`config.mk`:
```
export PLATFORM = sky130hd
export DESIGN_NAME = http_header_name_classifier
export DESIGN_NICKNAME = d
export VERILOG_FILES = /design/src/sv/hhnc_pkg.sv /design/src/sv/hhnc_head.sv /design/src/sv/hhnc_cell.sv /design/src/sv/http_header_name_classifier.sv
export SDC_FILE = /design/constraint.sdc
export NUM_CORES = 2
export LEC_CHECK = 0
export BUFFER_PORTS_ARGS = -buffer_cell sky130_fd_sc_hd__buf_2
export CAP_MARGIN = 20
export CORE_ASPECT_RATIO = 0.5
export CORE_MARGIN = 2
export CORE_UTILIZATION = 40
export DETAILED_ROUTE_END_ITERATION = 10
export PLACE_DENSITY = 0.56
export SYNTH_ARGS = -nofsm -noshare
export SYNTH_HDL_FRONTEND = slang
export SYNTH_SLANG_ARGS = --single-unit
```
`constraint.sdc`:
```
create_clock -name clk -period 5.35 [get_ports clk]
set_clock_uncertainty 0.2 [all_clocks]
set_input_delay 0.2675 -clock clk [delete_from_list [all_inputs] [get_ports clk]]
set_output_delay 0.2675 -clock clk [all_outputs]
set_load 0.005 [all_outputs]
```
`src/sv/hhnc_pkg.sv`:
```
package hhnc_pkg;

	localparam int unsigned TABLE_ENTRIES = 47;
	localparam int unsigned NUM_NAMES_DEF = 47;
	localparam int unsigned NAME_MAX_LEN = 19;
	localparam int unsigned NAME_BITS = NAME_MAX_LEN * 8;
	localparam int unsigned POS_W = 5;
	localparam int unsigned INDEX_W = 6;

	localparam logic [POS_W-1:0] POS_MAX = 5'd31;

	localparam logic [7:0] CHAR_SPACE = 8'h20;
	localparam logic [7:0] CHAR_COLON = 8'h3A;
	localparam logic [7:0] CHAR_TAB = 8'h09;

	// Names are right-justified: the final character sits in bits [7:0].
	localparam logic [NAME_BITS-1:0] NAME_TXT [TABLE_ENTRIES] = '{
		"Accept", "Accept-Charset", "Accept-Encoding", "Accept-Language",
		"Accept-Ranges", "Age", "Allow", "Authorization", "Cache-Control",
		"Connection", "Content-Encoding", "Content-Language", "Content-Length",
		"Content-Location", "Content-MD5", "Content-Range", "Content-Type",
		"Date", "ETag", "Expect", "Expires", "From", "Host", "If-Match",
		"If-Modified-Since", "If-None-Match", "If-Range", "If-Unmodified-Since",
		"Last-Modified", "Location", "Max-Forwards", "Pragma",
		"Proxy-Authenticate", "Proxy-Authorization", "Range", "Referer",
		"Retry-After", "Server", "TE", "Trailer", "Transfer-Encoding",
		"Upgrade", "User-Agent", "Vary", "Via", "Warning", "WWW-Authenticate"
	};

	localparam logic [POS_W-1:0] NAME_LEN [TABLE_ENTRIES] = '{
		5'd6, 5'd14, 5'd15, 5'd15,
		5'd13, 5'd3, 5'd5, 5'd13, 5'd13,
		5'd10, 5'd16, 5'd16, 5'd14,
		5'd16, 5'd11, 5'd13, 5'd12,
		5'd4, 5'd4, 5'd6, 5'd7, 5'd4, 5'd4, 5'd8,
		5'd17, 5'd13, 5'd8, 5'd19,
		5'd13, 5'd8, 5'd12, 5'd6,
		5'd18, 5'd19, 5'd5, 5'd7,
		5'd11, 5'd6, 5'd2, 5'd7, 5'd17,
		5'd7, 5'd10, 5'd4, 5'd3, 5'd7, 5'd16
	};

	typedef struct packed {
		logic [7:0] name_char;
		logic       last_char;
	} char_item_t;

	typedef struct packed {
		logic               found;
		logic [INDEX_W-1:0] name_index;
	} result_item_t;

	// Item as it moves along the cell chain.
	typedef struct packed {
		logic               vld;
		logic               last;
		logic               name_ch;
		logic [7:0]         ch;
		logic [POS_W-1:0]   pos;
		logic [POS_W-1:0]   len;
		logic               hit;
		logic [INDEX_W-1:0] idx;
	} chain_item_t;

	function automatic logic [7:0] lower_byte(input logic [7:0] c);
		logic [7:0] r;
		r = c;
		if (c >= 8'h41 && c <= 8'h5A) begin
			r = c + 8'd32;
		end
		return r;
	endfunction

	function automatic logic [7:0] entry_byte(input int unsigned idx,
			input logic [POS_W-1:0] pos);
		logic [NAME_BITS-1:0] txt;
		logic [POS_W-1:0]     len;
		logic [POS_W-1:0]     sh;
		logic [7:0]           r;
		txt = NAME_TXT[idx];
		len = NAME_LEN[idx];
		sh = len - 5'd1 - pos;
		r = 8'h00;
		if (pos < len) begin
			r = lower_byte(txt[{sh, 3'b000} +: 8]);
		end
		return r;
	endfunction

endpackage

```
`src/sv/hhnc_head.sv`:
```
module hhnc_head (
	input  logic                    clk,
	input  logic                    arst_n,
	input  logic                    advance,
	input  logic                    char_valid,
	input  hhnc_pkg::char_item_t    char_data,
	output hhnc_pkg::chain_item_t   item
);

	logic [hhnc_pkg::POS_W-1:0] pos_q;
	logic                       ended_q;
	logic                       delim;
	logic                       name_ch;
	logic [hhnc_pkg::POS_W-1:0] len_after;
	logic                       take;

	assign take = char_valid && advance;

	always_comb begin
		delim = (char_data.name_char == hhnc_pkg::CHAR_SPACE) ||
			(char_data.name_char == hhnc_pkg::CHAR_COLON) ||
			(char_data.name_char == hhnc_pkg::CHAR_TAB);
		name_ch = !ended_q && !delim;
		len_after = pos_q;
		if (name_ch && pos_q != hhnc_pkg::POS_MAX) begin
			len_after = pos_q + 5'd1;
		end
		item.vld = char_valid;
		item.last = char_data.last_char;
		item.name_ch = name_ch;
		item.ch = hhnc_pkg::lower_byte(char_data.name_char);
		item.pos = pos_q;
		item.len = len_after;
		item.hit = 1'b0;
		item.idx = '0;
	end

	always_ff @(posedge clk or negedge arst_n) begin
		if (!arst_n) begin
			pos_q <= '0;
			ended_q <= 1'b0;
		end else if (take) begin
			if (char_data.last_char) begin
				pos_q <= '0;
				ended_q <= 1'b0;
			end else begin
				pos_q <= len_after;
				ended_q <= ended_q || delim;
			end
		end
	end

`ifndef SYNTH
	a_last_clears: assert property (@(posedge clk) disable iff (!arst_n)
		take && char_data.last_char |=> pos_q == '0 && !ended_q)
		else $error("name state not cleared after last item");
	a_ended_holds: assert property (@(posedge clk) disable iff (!arst_n)
		take && ended_q && !char_data.last_char |=> pos_q == $past(pos_q) && ended_q)
		else $error("position moved after delimiter");
`endif

endmodule

```
`src/sv/hhnc_cell.sv`:
```
module hhnc_cell #(
	parameter int unsigned IDX = 0
) (
	input  logic                  clk,
	input  logic                  arst_n,
	input  logic                  advance,
	input  hhnc_pkg::chain_item_t prev,
	output hhnc_pkg::chain_item_t next
);

	logic                  cand_q;
	logic                  cand_after;
	logic                  hit_here;
	hhnc_pkg::chain_item_t item_s1;
	hhnc_pkg::chain_item_t item_d;

	always_comb begin
		cand_after = cand_q;
		if (prev.name_ch) begin
			cand_after = cand_q && (prev.pos < hhnc_pkg::NAME_LEN[IDX]) &&
				(prev.ch == hhnc_pkg::entry_byte(IDX, prev.pos));
		end
		hit_here = cand_after && (prev.len == hhnc_pkg::NAME_LEN[IDX]);
		item_d = prev;
		// Lower cells win: keep an earlier hit.
		if (prev.last && !prev.hit && hit_here) begin
			item_d.hit = 1'b1;
			item_d.idx = hhnc_pkg::INDEX_W'(IDX);
		end
	end

	always_ff @(posedge clk or negedge arst_n) begin
		if (!arst_n) begin
			cand_q <= 1'b1;
			item_s1 <= '0;
		end else if (advance) begin
			item_s1 <= item_d;
			if (prev.vld) begin
				cand_q <= prev.last ? 1'b1 : cand_after;
			end
		end
	end

	assign next = item_s1;

endmodule

```
`src/sv/http_header_name_classifier.sv`:
```
// Channel  Signals                                  Item
// char     char_valid, char_stall, char_data        name_char, last_char
// result   result_valid, result_stall, result_data  found, name_index
//
// One character item per cycle while char_stall is low; result_valid rises after its
// last character has passed one cell per used table entry and the result register.
// Only items with last_char set give a result.
// Reset clears the name state and all chain valids and sets the candidate bits.
// A stalled result freezes the whole chain, and char_stall follows it.
module http_header_name_classifier #(
	parameter int unsigned NUM_NAMES = hhnc_pkg::NUM_NAMES_DEF
) (
	input  logic                   clk,
	input  logic                   arst_n,
	input  logic                   char_valid,
	output logic                   char_stall,
	input  hhnc_pkg::char_item_t   char_data,
	output logic                   result_valid,
	input  logic                   result_stall,
	output hhnc_pkg::result_item_t result_data
);

	localparam int unsigned NUM_CELLS = (NUM_NAMES < hhnc_pkg::TABLE_ENTRIES) ?
		NUM_NAMES : hhnc_pkg::TABLE_ENTRIES;

	logic                   advance;
	logic                   result_valid_q;
	hhnc_pkg::result_item_t result_q;
	hhnc_pkg::chain_item_t  chain [NUM_CELLS+1];

	assign advance = !result_valid_q || !result_stall;
	assign char_stall = !advance;

	hhnc_head u_head (
		.clk        (clk),
		.arst_n     (arst_n),
		.advance    (advance),
		.char_valid (char_valid),
		.char_data  (char_data),
		.item       (chain[0])
	);

	for (genvar i = 0; i < NUM_CELLS; i++) begin : g_cell
		hhnc_cell #(
			.IDX (i)
		) u_cell (
			.clk     (clk),
			.arst_n  (arst_n),
			.advance (advance),
			.prev    (chain[i]),
			.next    (chain[i+1])
		);
	end

	// Drop non-final items at the end of the chain.
	always_ff @(posedge clk or negedge arst_n) begin
		if (!arst_n) begin
			result_valid_q <= 1'b0;
			result_q <= '0;
		end else if (advance) begin
			result_valid_q <= chain[NUM_CELLS].vld && chain[NUM_CELLS].last;
			result_q.found <= chain[NUM_CELLS].hit;
			result_q.name_index <= chain[NUM_CELLS].idx;
		end
	end

	assign result_valid = result_valid_q;
	assign result_data = result_q;

`ifndef SYNTH
	a_miss_index_zero: assert property (@(posedge clk) disable iff (!arst_n)
		result_valid && !result_data.found |-> result_data.name_index == '0)
		else $error("nonzero index on a miss");
	a_index_range: assert property (@(posedge clk) disable iff (!arst_n)
		result_valid && result_data.found |->
		result_data.name_index < hhnc_pkg::INDEX_W'(NUM_CELLS))
		else $error("index beyond table");
	a_stall_source: assert property (@(posedge clk) disable iff (!arst_n)
		char_stall |-> result_valid && result_stall)
		else $error("input stalled without a held result");
`endif

endmodule
```
==> results.md <==
* Clock root cell: clkbuf_16
* VDD IR max at around 0.20 mV
* Syn-to-layout area delta at 9.856%
* GP Congestion at between 0.8 and 0.9
* RSZ-0062 raised after global routing: no
* Initial antenna violation count at 0
* Worst slew pin tran at about 930 ps
* Clock share of power at about a third
* Fraction of registers with async set/reset at 100.0%
* Pins over their slew limit at 0
* Row cnt at ~110
* Maxcap violations at 0
* Full die area at between 150000 and 200000 um^2
* Fill count at about 17k
* GR Overflow Total at 0
* Drt first pass iters at 5
* Power Dens Cells at around 370 nW/um^2
* Net Sw Frac at around a third
* Starting DRC count in detailed routing at 3864
* Main synth FF type: dfrtp_1
* Largest net degree at the start of global routing at between 200 and 250
* Synth cell types at approximately 100
* P_int at 19.18 mW
* P_sw at between 8 and 9 mW
* Slew headroom at 38.14%
* DRC at 0
* DP HPWL at 104900 um
* Syn Inst Count at ~8.2k
* Port Buf Inserts at 21
* Die Wd at roughly 590 um
* Wire length per cell at about 15 um
* Total wire length at roughly 160000 um
* Core area at approximately 170000 um^2
* Fin crit share at 87.15%
* Reg clk slew, reported paths at 60 ps
* Clk buf depth at 4
* Critical path arrival at slightly above 5000 ps
* Setup-failing EPs final at 0
* Min cycle time layout at ~4700 ps
* Post-CTS Resized at 0
* Num CTS Buffers at 139
* Depth of the CTS H-tree at 4
* Post-synthesis sequential area ratio at between 40% and 50%
* Layout cells sized above 1 at 5.688%
* Final Hold Fails at 0
* Critical Path End Type: flop
* Vias in the first global route at 52.00k
* Worst skew pair latency at approximately 770 ps
* Yosys warnings at 0
* Worst Hold Class: input port to flop
* Sink Count at 1295
* Initial Util at between 40% and 50%
* Critical Path Fanout Max at 10
* Worst EP required at roughly 5800 ps
* Mapped cell area at between 60000 and 70000 um^2
* Vias post-DR at roughly 54k
* Power, Total at about 28 mW
* R2r setup slk at 690 ps
* Flop pwr share at 41.8%
* Comb pwr share at between 20% and 30%
* Antenna Cells at 0
* First-pass GRT wire length at ~270000 um
* Post-DRT Antenna Nets at 0
* Fmax at 0.2145 GHz
* TritonCTS clock tree: yes
* Synth Register Bits at roughly 1.3k
* Sum Neg Setup Slack at 0 ps
* GRT Total Usage at 17.62%
* Fin nets at 8314
* Chip height at around 300 um
* Syn_area_per_cell at 8.512 um^2
* CP Launch Type: flop
* Ports at 22
* Post-synthesis net count at 8480
* Kind of critical path: flop to flop
* Status: complete, no violations
* Via density at 5.193
* Post-synth EDFFs at 0
* LEAKAGE at around 36 nW
-- Yosys cell counts (25+ instances only) --
cell,count,area share (%)
nand2_1,2914,16
dfrtp_1,1248,45
o21ai_0,439,3.2
clkbuf_1,367,2.0
nor2_1,305,1.6
inv_1,288,1.6
ha_1,276,5.0
nand3_1,199,1.4
a21oi_1,189,1.4
xnor2_1,181,2.3
xor2_1,130,1.6
nor3_1,116,0.83
mux2i_1,71,1.0
nand4_1,71,0.64
nor2b_1,64,0.57
o22a_1,62,0.78
and3_1,55,0.49
nand2b_1,55,0.49
a31oi_1,54,0.48
dfstp_2,47,1.8
a21boi_0,45,0.48
nor4_1,45,0.40
o31ai_1,42,0.45
nor4bb_1,41,0.59
or3_1,41,0.37
mux2_2,38,0.61
a211oi_1,37,0.40
o211ai_1,37,0.40
o21a_1,37,0.40
nand3b_1,35,0.38
and2_1,32,0.29
o22ai_1,32,0.29
or4_1,29,0.31
nor3b_1,27,0.29
nor4b_1,26,0.33
o21ai_1,25,0.18
-- area by class of cell --
cell class	instances	area [um^2]	share of cell area [%]
tap	2310	2890	3.773
multi-input combinational	6207	34650	45.23
sequential	1295	32460	42.39
clock inverter	53	660.6	0.8625
clock buffer	186	3918	5.115
timing repair buffer	92	918.4	1.199
inverter	290	1096	1.431
-- state kept, by name, indices dropped and copies added, names as in the netlist --
name / flops
g_cell.u_cell.cand_q: 47
g_cell.u_cell.next: 1234
result_data: 7
result_valid: 1
u_head.ended_q: 1
u_head.pos_q: 5
-- critical path, stage by stage (launching register included) --
cell and delay [ps]:
dfrtp_1 480, inv_1 250, ha_1 380, xor2_1 580
nand2_1 210, o21ai_0 380, ha_1 290, a41oi_1 80
nor2b_1 150, mux2i_1 80, o221a_2 260, nor4_1 390
nand4b_1 170, o32ai_2 530, o21bai_1 190
-- power by group through the flow --
stage	logic (mW)	clock network, mW	registers (mW)
global placement	6.30	0	11.9
detailed placement	6.39	0	11.9
global route	7.35	10.6	11.9
floorplan	5.18	0	11.5
CTS	6.43	10.2	11.7
finish	6.40	9.87	11.7
-- worst paths after layout --
kind,depth (start not counted),to,from
min in group asynchronous,3,g_cell[3].u_cell.next[15],arst_n
setup reg to reg,14,g_cell[40].u_cell.next[6],g_cell[39].u_cell.next[12]
hold / removal,4,g_cell[0].u_cell.next[20],char_data[4]
hold reg to reg,2,g_cell[34].u_cell.next[27],g_cell[34].u_cell.next[27]
max in group asynchronous,4,g_cell[40].u_cell.next[16],arst_n
setup / recovery,14,g_cell[40].u_cell.next[6],g_cell[39].u_cell.next[12]
-- cell families after synthesis --
group	synth area share, %
muxes	1.891
AOI/OAI and AO/OA	12.95
DFF	46.56
xor gates and xnor gates	4.023
and+or+nand+nor	25.84
adders and majority gates	4.982
buffers and inverters	3.756
-- layout by cell type (no fill, tap or decap), types with 130 or more instances in the layout --
cell,instances
nand2_1,2913
dfrtp_1,1248
o21ai_0,439
nor2_1,305
inv_1,287
ha_1,276
nand3_1,199
a21oi_1,189
xnor2_1,181
clkbuf_16,141
xor2_1,130
-- per-stage QoR --
stage	util (%)	hold slack (ps)	area [um^2]	setup WS, ps	std cells
floorplan	-	-228.1	69720	1296	8191
global placement	41.46	109.9	71820	726.7	10176
detailed placement	41.46	114.8	71820	712.5	10176
CTS	44.21	105.5	76580	699.5	10432
global route	44.21	158.5	76590	96.81	10433
finish	44.21	177.9	76590	687.3	10433
-- routing by layer --
layer  GRT usage, %  vias to the layer above  wire (um)
met4          3.130                        0       2184
li1               -                    27430          -
met2          26.67                      593      67400
met3          2.311                      174       4684
met1          27.04                    25977      82730
met5              0                        -          0
-- what timing repair did --
action | 4_1_cts | 5_1_grt
hold buffers | 17 | 0
buffers inserted | 0 | 0
endpoints found under the hold margin | 372 | 0
Note: power is estimated with default switching activity, not from simulation.
